--- src/hw/rtl/rcwm_pkg.sv ---
// ----------------------------------------------------------------------------
// rcwm_pkg
// Types, constants and the base encoder shared by the complement window matcher.
// ----------------------------------------------------------------------------
package rcwm_pkg;

	localparam int CHAR_W     = 8;
	localparam int LEN_W      = 6;
	localparam int BASES_W    = 64;
	localparam int COUNT_W    = 11;
	localparam int POS_W      = 10;
	localparam int CFG_IDX_W  = 2;
	localparam int CFG_DATA_W = 64;

	localparam logic [COUNT_W-1:0] COUNT_MAX = 11'd2047;

	// register indexes of the configuration port
	localparam logic [CFG_IDX_W-1:0] REG_PATTERN_LENGTH = 2'd0;
	localparam logic [CFG_IDX_W-1:0] REG_PATTERN_BASES  = 2'd1;

	localparam logic [CHAR_W-1:0] CHAR_A = 8'h41;
	localparam logic [CHAR_W-1:0] CHAR_C = 8'h43;
	localparam logic [CHAR_W-1:0] CHAR_G = 8'h47;
	localparam logic [CHAR_W-1:0] CHAR_U = 8'h55;

	localparam logic [1:0] CODE_A = 2'd0;
	localparam logic [1:0] CODE_C = 2'd1;
	localparam logic [1:0] CODE_G = 2'd2;
	localparam logic [1:0] CODE_U = 2'd3;

	typedef struct packed {
		logic       ok;
		logic [1:0] code;
	} base_enc_t;

	// window control from the sequencing logic
	typedef struct packed {
		logic       step;
		logic       clear;
		logic       ok;
		logic [1:0] code;
	} win_ctl_t;

	function automatic base_enc_t encode_base(input logic [CHAR_W-1:0] ch);
		base_enc_t r;
		r.ok   = 1'b1;
		r.code = CODE_A;
		unique case (ch)
			CHAR_A: r.code = CODE_A;
			CHAR_C: r.code = CODE_C;
			CHAR_G: r.code = CODE_G;
			CHAR_U: r.code = CODE_U;
			default: r.ok  = 1'b0;
		endcase
		return r;
	endfunction

endpackage

--- src/hw/rtl/rcwm_if.sv ---
// ----------------------------------------------------------------------------
// rcwm_if
// Valid/ready channels for sequence characters and match results.
// ----------------------------------------------------------------------------
interface rcwm_in_if;
	logic                        valid;
	logic                        ready;
	logic [rcwm_pkg::CHAR_W-1:0] base_char;
	logic                        is_last;

	modport source (output valid, base_char, is_last, input ready);
	modport sink   (input valid, base_char, is_last, output ready);
endinterface

interface rcwm_out_if;
	logic                       valid;
	logic                       ready;
	logic                       found;
	logic [rcwm_pkg::POS_W-1:0] match_position;

	modport source (output valid, found, match_position, input ready);
	modport sink   (input valid, found, match_position, output ready);
endinterface

--- src/hw/rtl/rcwm_window.sv ---
// ----------------------------------------------------------------------------
// rcwm_window
// Shift register of recent bases and parallel complement compare per lane.
// ----------------------------------------------------------------------------
module rcwm_window #(
	parameter int DEPTH = 32
) (
	input  logic                          clk,
	input  logic                          arst_n,
	input  rcwm_pkg::win_ctl_t            ctl,
	input  logic [rcwm_pkg::LEN_W-1:0]    len,
	input  logic [rcwm_pkg::BASES_W-1:0]  bases,
	output logic                          match
);

	logic [DEPTH-1:0] valid_q;
	logic [1:0]       code_q  [DEPTH];
	logic [DEPTH-1:0] nvalid;
	logic [1:0]       ncode   [DEPTH];
	logic [DEPTH-1:0] mism;

	// lane 0 takes the newest base; it pairs with oligo base 0
	always_comb begin
		nvalid[0] = ctl.ok;
		ncode[0]  = ctl.code;
		for (int k = 1; k < DEPTH; k++) begin
			nvalid[k] = valid_q[k-1];
			ncode[k]  = code_q[k-1];
		end
		for (int k = 0; k < DEPTH; k++) begin
			mism[k] = (rcwm_pkg::LEN_W'(k) < len) &&
			          (!nvalid[k] || ncode[k] != ~bases[2*k +: 2]);
		end
	end

	assign match = ~|mism;

	always_ff @(posedge clk or negedge arst_n) begin
		if (!arst_n) begin
			valid_q <= '0;
		end else if (ctl.step) begin
			if (ctl.clear) begin
				valid_q <= '0;
			end else begin
				valid_q <= nvalid;
			end
		end
	end

	always_ff @(posedge clk) begin
		if (ctl.step) begin
			for (int k = 0; k < DEPTH; k++) begin
				code_q[k] <= ncode[k];
			end
		end
	end

endmodule

--- src/hw/rtl/rna_complement_window_match_core.sv ---
// ----------------------------------------------------------------------------
// rna_complement_window_match_core
// Finds the first window of an RNA stream that pairs with a reversed oligo.
// ----------------------------------------------------------------------------
// Takes one character per cycle with no bubbles, except while a last item waits
// for the result register; each accepted item passes the input register, then
// the combinational compare of all window lanes against the oligo into the
// result register, so a report is offered once its last item leaves the input
// register. Only the item marked last yields a result; while that
// result waits to be taken, further items still flow until the next last
// item needs the result register. The oligo registers are to be written only
// while no item is in flight; the user must keep to this, the block does not enforce it.
module rna_complement_window_match_core #(
	parameter int MAX_PATTERN  = 32,
	parameter int MAX_SEQUENCE = 1024
) (
	input  logic                             clk,
	input  logic                             arst_n,
	rcwm_in_if.sink                          item_in,
	rcwm_out_if.source                       result_out,
	input  logic                             cfg_wr_en,
	input  logic [rcwm_pkg::CFG_IDX_W-1:0]   cfg_index,
	input  logic [rcwm_pkg::CFG_DATA_W-1:0]  cfg_wdata
);

	localparam logic [rcwm_pkg::LEN_W-1:0] LenMax = rcwm_pkg::LEN_W'(MAX_PATTERN);
	localparam longint unsigned SeqLast = longint'(MAX_SEQUENCE) - 1;
	localparam logic [rcwm_pkg::COUNT_W:0] PosClamp =
		(SeqLast > 4095) ? '1 : (rcwm_pkg::COUNT_W+1)'(SeqLast);

	logic [rcwm_pkg::LEN_W-1:0]   pattern_length_q;
	logic [rcwm_pkg::BASES_W-1:0] pattern_bases_q;
	logic [rcwm_pkg::LEN_W-1:0]   len;

	rcwm_pkg::base_enc_t enc;
	logic       valid_s1;
	logic       ok_s1;
	logic [1:0] code_s1;
	logic       last_s1;
	logic       adv;

	logic [rcwm_pkg::COUNT_W-1:0] chars_seen_q;
	logic                         hit_valid_q;
	logic [rcwm_pkg::POS_W-1:0]   hit_pos_q;
	logic                         out_valid_q;
	logic                         found_q;
	logic [rcwm_pkg::POS_W-1:0]   pos_q;

	rcwm_pkg::win_ctl_t           wctl;
	logic                         match;
	logic [rcwm_pkg::COUNT_W:0]   n_plus;
	logic [rcwm_pkg::COUNT_W:0]   start;
	logic [rcwm_pkg::COUNT_W:0]   start_sat;
	logic                         hit_now;
	logic                         hit_next;
	logic [rcwm_pkg::POS_W-1:0]   pos_next;

	// configuration
	always_ff @(posedge clk or negedge arst_n) begin
		if (!arst_n) begin
			pattern_length_q <= rcwm_pkg::LEN_W'(1);
			pattern_bases_q  <= '0;
		end else if (cfg_wr_en) begin
			unique case (cfg_index)
				rcwm_pkg::REG_PATTERN_LENGTH:
					pattern_length_q <= cfg_wdata[rcwm_pkg::LEN_W-1:0];
				rcwm_pkg::REG_PATTERN_BASES:
					pattern_bases_q <= cfg_wdata[rcwm_pkg::BASES_W-1:0];
				default: ;
			endcase
		end
	end

	always_comb begin
		if (pattern_length_q == '0) begin
			len = rcwm_pkg::LEN_W'(1);
		end else if (pattern_length_q > LenMax) begin
			len = LenMax;
		end else begin
			len = pattern_length_q;
		end
	end

	// input register; a last item holds while the result register is occupied and not taken
	assign enc = rcwm_pkg::encode_base(item_in.base_char);
	assign adv = valid_s1 && !(last_s1 && out_valid_q && !result_out.ready);
	assign item_in.ready = !valid_s1 || adv;

	always_ff @(posedge clk or negedge arst_n) begin
		if (!arst_n) begin
			valid_s1 <= 1'b0;
		end else if (item_in.ready) begin
			valid_s1 <= item_in.valid;
		end
	end

	always_ff @(posedge clk) begin
		if (item_in.ready && item_in.valid) begin
			ok_s1   <= enc.ok;
			code_s1 <= enc.code;
			last_s1 <= item_in.is_last;
		end
	end

	assign wctl.step  = adv;
	assign wctl.clear = last_s1;
	assign wctl.ok    = ok_s1;
	assign wctl.code  = code_s1;

	rcwm_window #(
		.DEPTH (MAX_PATTERN)
	) u_window (
		.clk    (clk),
		.arst_n (arst_n),
		.ctl    (wctl),
		.len    (len),
		.bases  (pattern_bases_q),
		.match  (match)
	);

	// first hit tracking
	always_comb begin
		n_plus    = {1'b0, chars_seen_q} + (rcwm_pkg::COUNT_W+1)'(1);
		start     = n_plus - (rcwm_pkg::COUNT_W+1)'(len);
		start_sat = (start > PosClamp) ? PosClamp : start;
		hit_now   = !hit_valid_q && match && (n_plus >= (rcwm_pkg::COUNT_W+1)'(len));
		hit_next  = hit_valid_q || hit_now;
		pos_next  = hit_valid_q ? hit_pos_q : start_sat[rcwm_pkg::POS_W-1:0];
	end

	always_ff @(posedge clk or negedge arst_n) begin
		if (!arst_n) begin
			chars_seen_q <= '0;
			hit_valid_q  <= 1'b0;
			hit_pos_q    <= '0;
		end else if (adv) begin
			if (last_s1) begin
				chars_seen_q <= '0;
				hit_valid_q  <= 1'b0;
				hit_pos_q    <= '0;
			end else begin
				if (chars_seen_q < rcwm_pkg::COUNT_MAX) begin
					chars_seen_q <= chars_seen_q + rcwm_pkg::COUNT_W'(1);
				end
				if (hit_now) begin
					hit_valid_q <= 1'b1;
					hit_pos_q   <= pos_next;
				end
			end
		end
	end

	// result register
	always_ff @(posedge clk or negedge arst_n) begin
		if (!arst_n) begin
			out_valid_q <= 1'b0;
		end else if (adv && last_s1) begin
			out_valid_q <= 1'b1;
		end else if (result_out.ready) begin
			out_valid_q <= 1'b0;
		end
	end

	always_ff @(posedge clk) begin
		if (adv && last_s1) begin
			found_q <= hit_next;
			pos_q   <= hit_next ? pos_next : '0;
		end
	end

	assign result_out.valid          = out_valid_q;
	assign result_out.found          = found_q;
	assign result_out.match_position = pos_q;

	// checks
	a_result_from_last: assert property (@(posedge clk) disable iff (!arst_n)
		$rose(out_valid_q) |-> $past(adv && last_s1))
		else $error("result raised without a last item");

	a_none_pos_zero: assert property (@(posedge clk) disable iff (!arst_n)
		(out_valid_q && !found_q) |-> (pos_q == '0))
		else $error("position nonzero without a hit");

	a_clear_after_last: assert property (@(posedge clk) disable iff (!arst_n)
		(adv && last_s1) |=> (chars_seen_q == '0 && !hit_valid_q))
		else $error("sequence state not cleared after last item");

	a_hit_holds: assert property (@(posedge clk) disable iff (!arst_n)
		(hit_valid_q && !(adv && last_s1)) |=> (hit_valid_q && $stable(hit_pos_q)))
		else $error("first hit overwritten");

endmodule

--- src/flat_wrapper.sv ---
// flat-port wrapper written by rule: the top's interface ports become plain ports
module rna_complement_window_match_core_flat 
#(
	parameter int MAX_PATTERN  = 32,
	parameter int MAX_SEQUENCE = 1024
)
  (clk, arst_n, cfg_wr_en, cfg_index, cfg_wdata, item_in_valid, item_in_base_char, item_in_is_last, item_in_ready, result_out_valid, result_out_found, result_out_match_position, result_out_ready);
  rcwm_in_if item_in_i ();
  rcwm_out_if result_out_i ();
  input  logic clk;
  input  logic arst_n;
  input  logic cfg_wr_en;
  input  logic [rcwm_pkg::CFG_IDX_W-1:0] cfg_index;
  input  logic [rcwm_pkg::CFG_DATA_W-1:0] cfg_wdata;
  input wire logic [$bits(item_in_i.valid)-1:0] item_in_valid;
  input wire logic [$bits(item_in_i.base_char)-1:0] item_in_base_char;
  input wire logic [$bits(item_in_i.is_last)-1:0] item_in_is_last;
  output wire logic [$bits(item_in_i.ready)-1:0] item_in_ready;
  output wire logic [$bits(result_out_i.valid)-1:0] result_out_valid;
  output wire logic [$bits(result_out_i.found)-1:0] result_out_found;
  output wire logic [$bits(result_out_i.match_position)-1:0] result_out_match_position;
  input wire logic [$bits(result_out_i.ready)-1:0] result_out_ready;
  assign item_in_i.valid = item_in_valid;
  assign item_in_i.base_char = item_in_base_char;
  assign item_in_i.is_last = item_in_is_last;
  assign item_in_ready = item_in_i.ready;
  assign result_out_valid = result_out_i.valid;
  assign result_out_found = result_out_i.found;
  assign result_out_match_position = result_out_i.match_position;
  assign result_out_i.ready = result_out_ready;
  rna_complement_window_match_core #(.MAX_PATTERN(MAX_PATTERN), .MAX_SEQUENCE(MAX_SEQUENCE)) u_core (.clk(clk), .arst_n(arst_n), .item_in(item_in_i), .result_out(result_out_i), .cfg_wr_en(cfg_wr_en), .cfg_index(cfg_index), .cfg_wdata(cfg_wdata));
endmodule
--- config.mk ---
export PLATFORM = sky130hd
export DESIGN_NAME = rna_complement_window_match_core_flat
export DESIGN_NICKNAME = d
export VERILOG_FILES = /design/src/hw/rtl/rcwm_pkg.sv /design/src/hw/rtl/rcwm_if.sv /design/src/hw/rtl/rcwm_window.sv /design/src/hw/rtl/rna_complement_window_match_core.sv /design/src/flat_wrapper.sv
export SDC_FILE = /design/constraint.sdc
export NUM_CORES = 1
export LEC_CHECK = 0
export BUFFER_PORTS_ARGS = -buffer_cell sky130_fd_sc_hd__buf_2
export CAP_MARGIN = 20
export CORE_AREA = 2 2 178 180
export CTS_CLUSTER_SIZE = 14
export DETAILED_ROUTE_END_ITERATION = 10
export DIE_AREA = 0 0 180 182
export PLACE_DENSITY = 0.56
export SYNTH_ARGS = -nofsm -noshare
export SYNTH_HDL_FRONTEND = slang
export SYNTH_SLANG_ARGS = --single-unit
--- constraint.sdc ---
create_clock -name clk -period 7.3 [get_ports clk]
set_input_delay 0.73 -clock clk [delete_from_list [all_inputs] [get_ports clk]]
set_output_delay 0.73 -clock clk [all_outputs]
set_load 0.005 [all_outputs]
======== After elaboration in Yosys (flattened, before gate mapping) ========
Memory sizes are Yosys's and may differ from the RTL's.
Cells that the tools add are included.
W data, S select, Z words.
storage, ports and cells
  bits in registers ....................... 140
  RAM bits ................................ 64
  input bits .............................. 80
  word-level logic and storage cells ...... 260
  memories kept ........................... 1
memory list
  name                    depth  bits a word  rd ports  clocked after Yosys merged registers in  wr ports  line               source
  u_core.u_window.code_q  32     2            31        0                                        32        rcwm_window.sv:17  logic [1:0] code_q [DEPTH];
cells by class
  $add $sub $neg .......................... 3
  magnitude comparators ................... 36
  equality and inequality tests ........... 37
  mux-type cells .......................... 17
  bitwise gates (word level) .............. 32
  reduce and logical (&&, ||, !) cells .... 121
operators by type and width
  cell                     number
  $lt A5 B6 Y1 const A     16
  $ne A2 B2 Y1             32
  $not A2 Y2               32
  $lt A4 B6 Y1 const A     8
  $mux W10                 4
  $logic_and A1 B1 Y1      39
  $logic_not A1 Y1         37
  $logic_or A1 B1 Y1       34
  $eq A8 B7 Y1 const B     4
  $reduce_or A32 Y1        1
  $mux W31                 1
  $lt A3 B6 Y1 const A     4
  $mux W11                 2
  $add A11 B1 Y12 const B  1
  $ge A12 B6 Y1            1
  $gt A12 B10 Y1 const B   1
  $lt A1 B6 Y1 const A     2
  $lt A2 B6 Y1 const A     2
  $mux W6                  2
  $sub A12 B6 Y12          1
  $add A11 B1 Y11 const B  1
  $lt A11 B11 Y1 const B   1
  $reduce_and A2 Y1        4
  $mux W1                  7
  other kinds (7)          9

======== Longest topological paths before layout ========
  word-level depth ........................ 11
  depth in mapped cells ................... 16

======== Cells and area by module ========
From an unflattened synthesis, not the netlist that was laid out.
second synthesis, totals
  cell total of the unflattened synthesis .. 765
  area, all modules ....................... 9546.7 um^2
modules (own cells, without submodules)
  module                            instances  cells an instance  area each (um^2)  sequential area each (um^2)
  rna_complement_window_match_core  1          412                5138.7            2803.9
  rcwm_window                       1          353                4408.0            2637.5

======== Worst setup path after synthesis ========
Ideal clock, no wire load.
  kind .................................... register to register
  start ................................... reg u_core.pattern_length_q[0] in the netlist's numbering
  end ..................................... reg u_core.pos_q, in the netlist u_core.result_out.match_position[2] (data pin)
  library setup time ...................... 0.254 ns
  arrival time ............................ 3.112 ns
  path slack .............................. 3.935 ns
  cell stages (with the launch flop) ...... 16
  path buffers ............................ 2
  clock period less this slack ............ 3.365 ns
  path through ............................ dfstp_2 clkbuf_1 inv_1 a21oi_1 ha_1 inv_1 fa_1 a21oi_1 o21ba_2 o2111ai_1 nor4_1 a211oi_2 or2_1 buf_6 nor2_2 o21ai_2
on the way
  word-level cells in the longest chain between the ends .. 10
  elaborated cells between the ends (all ways) .. 78
  those cells by class .................... add/sub: 1; order compare: 35; mux: 4; reduce/logical: 38
RTL lines
  what                                                     line                                     source
  start: declaration                                       rna_complement_window_match_core.sv:31   logic [rcwm_pkg::LEN_W-1:0] pattern_length_q;
  start signal: assignment                                 rna_complement_window_match_core.sv:61   pattern_length_q <= rcwm_pkg::LEN_W'(1);
  start signal: assignment                                 rna_complement_window_match_core.sv:66   pattern_length_q <= cfg_wdata[rcwm_pkg::LEN_W-1:0];
  $gt A6 B6 Y1                                             rna_complement_window_match_core.sv:77   end else if (pattern_length_q > LenMax) begin
  $mux W6                                                  rna_complement_window_match_core.sv:77
  $mux W6 (*)                                              rna_complement_window_match_core.sv:75   if (pattern_length_q == '0) begin
  branches (longest 7 deep; another with $sub A12 B6 Y12)  -
  end signal: assignment                                   rna_complement_window_match_core.sv:167  pos_q <= hit_next ? pos_next : '0;
  end: declaration                                         rna_complement_window_match_core.sv:47   logic [rcwm_pkg::POS_W-1:0] pos_q;
Mark *: on every way between the ends.
A chain may end at the register's enable or synchronous reset.

======== Worst setup path in the final report ========
  start ................................... reg u_core.pattern_length_q[4] in the netlist's numbering
  end ..................................... reg u_core.hit_pos_q[5] in the netlist's numbering
on the way
  word-level cells in the longest chain between the ends .. 11
  elaborated cells between the ends (all ways) .. 81
  those cells by class .................... add/sub: 1; order compare: 35; mux: 6; reduce/logical: 39
RTL lines
  what                                                     line                                     source
  $gt A6 B6 Y1                                             rna_complement_window_match_core.sv:77
  $mux W6                                                  rna_complement_window_match_core.sv:77
  $mux W6 (*)                                              rna_complement_window_match_core.sv:75
  branches (longest 8 deep; another with $sub A12 B6 Y12)  -
  end signal: assignment                                   rna_complement_window_match_core.sv:147  hit_pos_q <= pos_next;
  end: declaration                                         rna_complement_window_match_core.sv:44   logic [rcwm_pkg::POS_W-1:0] hit_pos_q;
Mark *: on every way between the ends. The select of a mux whose other input is x is not followed.

==> results.cfg <==
[run_status]
status = finished, final reports clean

[critical_path]
start_kind = register
slowest_delay_ns = 0.55
crit_arrival_ns = 4.26
r2r-end = u_core.hit_pos_q[5]$_DFFE_PN0P_
slowest_stage = nand2b_1
criticalPathCategory = reg -> reg
reg2reg_depth = 14
end_kind = register
reg2reg_slack_ns = 3.39
r2r_start = u_core.pattern_length_q[4]$_DFFE_PN0P_
cp_max_fo = 13
critPathRequiredTime_ns = 7.65
path_cells = inv_1 -> nand3_1 -> a21oi_1 -> ha_1 -> inv_1 -> fa_1 -> a21oi_1 -> o21ba_2 -> o2111ai_1 -> nor3_1 -> o311ai_0 -> nand4_2 -> nand2b_1 -> o22ai_2

[power]
power.total_mw = 2.971
p_leak_nw = 4.436
peakVddDrop_mv = 0.1437
power.density_mw_per_mm2 = 274.6

[global_route]
grt_pass1_wl_mm = 33.49
grt_pass1_vias = 6067
track_usage = 0.1280
grt_max_degree = 77
grt_overflow = 0
antenna_found_initial = 0

[die]
dieArea_sq_mm = 0.03276
start_util = 0.2961
die_h_um = 182
core_sq_mm = 0.03099
rows = 65
die_w_um = 180
io-pin-count = 93

[drt]
routedWlPerCell_um = 17.17
ant_nets = 0
drt_iter0_drc = 519
drc = 0
dr.pass1.iters = 5
num_vias = 5956
routed_wl_mm = 21.18
vias_per_cell = 4.827

[finish]
nNetsFinal = 903
multi_input_area_sq_mm = 0.003530
area_growth_pct = 17.96
fin_util = 0.3492
antenna_cells = 0
fill_cells = 3062
drive_above_1_share = 0.2728
register_area_sq_mm = 0.005441

[synthesis]
ys_seq_elements = 202
synth_common_cells = dfrtp_1 (124), edfxtp_1 (77), xor2_1 (71)
synthTopCellsByArea = dfrtp_1 (34%), edfxtp_1 (25%), mux2_2 (8.1%)
yosysMostFrequentCell = dfrtp_1
syn_area_per_cell_sq_um = 12.78
synth_flop_cell = dfrtp_1
yosys.area.top_type_share = 0.3382
syn_nets = 806
ys_seq_area_frac = 0.5932
synth_edf_count = 77
async_reset_ff_frac = 0.6188
syn_inst = 718
ys_warn_count = 0
yosysUniqueCellTypes = 72
syn_area_sq_mm = 0.009174
yosysTopAreaCell = dfrtp_1

[timing]
hold_viol_final = 0
period_share = 0.5352
finClkSkew_ns = 0.01778
max-slew-margin-rel = 0.3475
fmax_ghz = 0.2559
finalWorstSetupSlack_ns = 3.393
hold_ws_ns = 0.2779
period_needed_ns = 3.907
rsz0062_at_grt = false
max_slew.worst_pin.slew_ns = 0.9764
finalSetupTns_ns = 0
setup_viol = 0
final_max_slew_viol_count = 0

[clocking]
cts_hold_buf = 0
clkLatencyLatePin_ns = 0.51
post_cts_resized = 0
cts_made_buffers = 23
clkSinkCount = 202
htreeDepth = 1
clkTransAtPathRegs_ns = 0.06
cts_setup_buffers = 0
cts_buffer_depth = 3
cts_tree = built
clockRootBuffer = clkbuf_16

[run]
drv_cap = 0

[placement]
dpl_worst_slack_ns = 3.426
port_buffers = 92
hpwl_mm = 15.00
gp_congestion = 0.9191

[hold_path]
min_path_type = in -> async
[layout by cell type, fill, tap and decap left out, types with 10 or more instances in the layout]
cell / count
dfrtp_1: 124
buf_2: 91
edfxtp_1: 77
xor2_1: 71
mux2_2: 66
nor2_1: 43
nand3_1: 39
nand2_1: 34
a22o_1: 31
o21ai_0: 26
clkbuf_16: 23
inv_1: 20
a21oi_1: 16
o22ai_2: 10
[worst max-delay path: cells and delay by family (launching register included)]
| kind | cells | cell delay, ns |
|---|---|---|
| AOI/OAI and AO/OA | 6 | 1.16 |
| and+or+nand+nor | 4 | 1.14 |
| adders and majority gates | 2 | 0.58 |
| DFF | 1 | 0.53 |
| buffers and inverters | 2 | 0.33 |
[metal layers]
layer / GRT usage / wire, um / vias up
li1: - / - / 2826
met1: 0.1826 / 9966 / 2924
met2: 0.2003 / 9700 / 169
met3: 0.02166 / 974 / 37
met4: 0.03675 / 542 / 0
met5: 0 / 0 / -
[kinds of logic (layout without fill, tap and decap cells)]
logic type | count (synthesis) | after routing | synth area share
compound gates | 138 | 138 | 0.1148
mux | 69 | 69 | 0.08442
flops | 202 | 202 | 0.5932
buf+inv | 49 | 163 | 0.02291
simple gates | 172 | 172 | 0.09643
fa+ha+maj | 9 | 9 | 0.01282
xor+xnor | 79 | 79 | 0.07542
[layout make-up]
| cell class | instances | share of cell area |
|---|---|---|
| clock buffers | 34 | 0.06070 |
| clock inverters | 8 | 0.006706 |
| well taps | 402 | 0.04648 |
| flip-flops and latches | 202 | 0.5028 |
| inverters | 22 | 0.007631 |
| repair buffers | 99 | 0.04949 |
| multi-input cells | 467 | 0.3262 |
[where the power goes]
group	switching, mW	total (mW)	internal, mW	leakage, nW
combinational	0.260	0.458	0.198	1.73
clock	0.448	1.11	0.659	0.363
sequential	0.103	1.41	1.30	2.34
total	0.811	2.97	2.16	4.44
[worst max-delay path by stage]
stage                                            from  slack (ns)                                                 to  cells after the start
2_1_floorplan  u_core.pattern_length_q[0]$_DFFE_PN1P_        3.93  u_core.result_out.match_position[2]$_SDFFCE_PN0P_                     15
3_3_place_gp   u_core.pattern_length_q[1]$_DFFE_PN0P_        3.53                    u_core.hit_pos_q[5]$_DFFE_PN0P_                     14
3_5_place_dp   u_core.pattern_length_q[4]$_DFFE_PN0P_        3.43                    u_core.hit_pos_q[5]$_DFFE_PN0P_                     14
4_1_cts        u_core.pattern_length_q[4]$_DFFE_PN0P_        3.41                    u_core.hit_pos_q[5]$_DFFE_PN0P_                     14
5_1_grt        u_core.pattern_length_q[4]$_DFFE_PN0P_        3.05                    u_core.hit_pos_q[5]$_DFFE_PN0P_                     14
6_report       u_core.pattern_length_q[4]$_DFFE_PN0P_        3.39                    u_core.hit_pos_q[5]$_DFFE_PN0P_                     14
[sequential cells by signal (all words and copies together) (netlist names)]
register,cells
u_core.hit_valid_q,1
u_core.result_out.found,1
u_core.u_window.valid_q,31
u_core.chars_seen_q,11
u_core.result_out.match_position,10
u_core.result_out.valid,1
u_core.valid_s1,1
u_core.code_s1,2
u_core.hit_pos_q,10
u_core.ok_s1,1
u_core.u_window.code_q,62
u_core.pattern_bases_q,64
u_core.last_s1,1
u_core.pattern_length_q,6
[metrics by stage]
step,instances,cell area [sq um]
floorplan,718,9174
global placement,1190,10060
detailed placement,1191,10060
CTS,1233,10790
global route,1234,10820
finish,1234,10820
(Power assumes the default switching activity.)
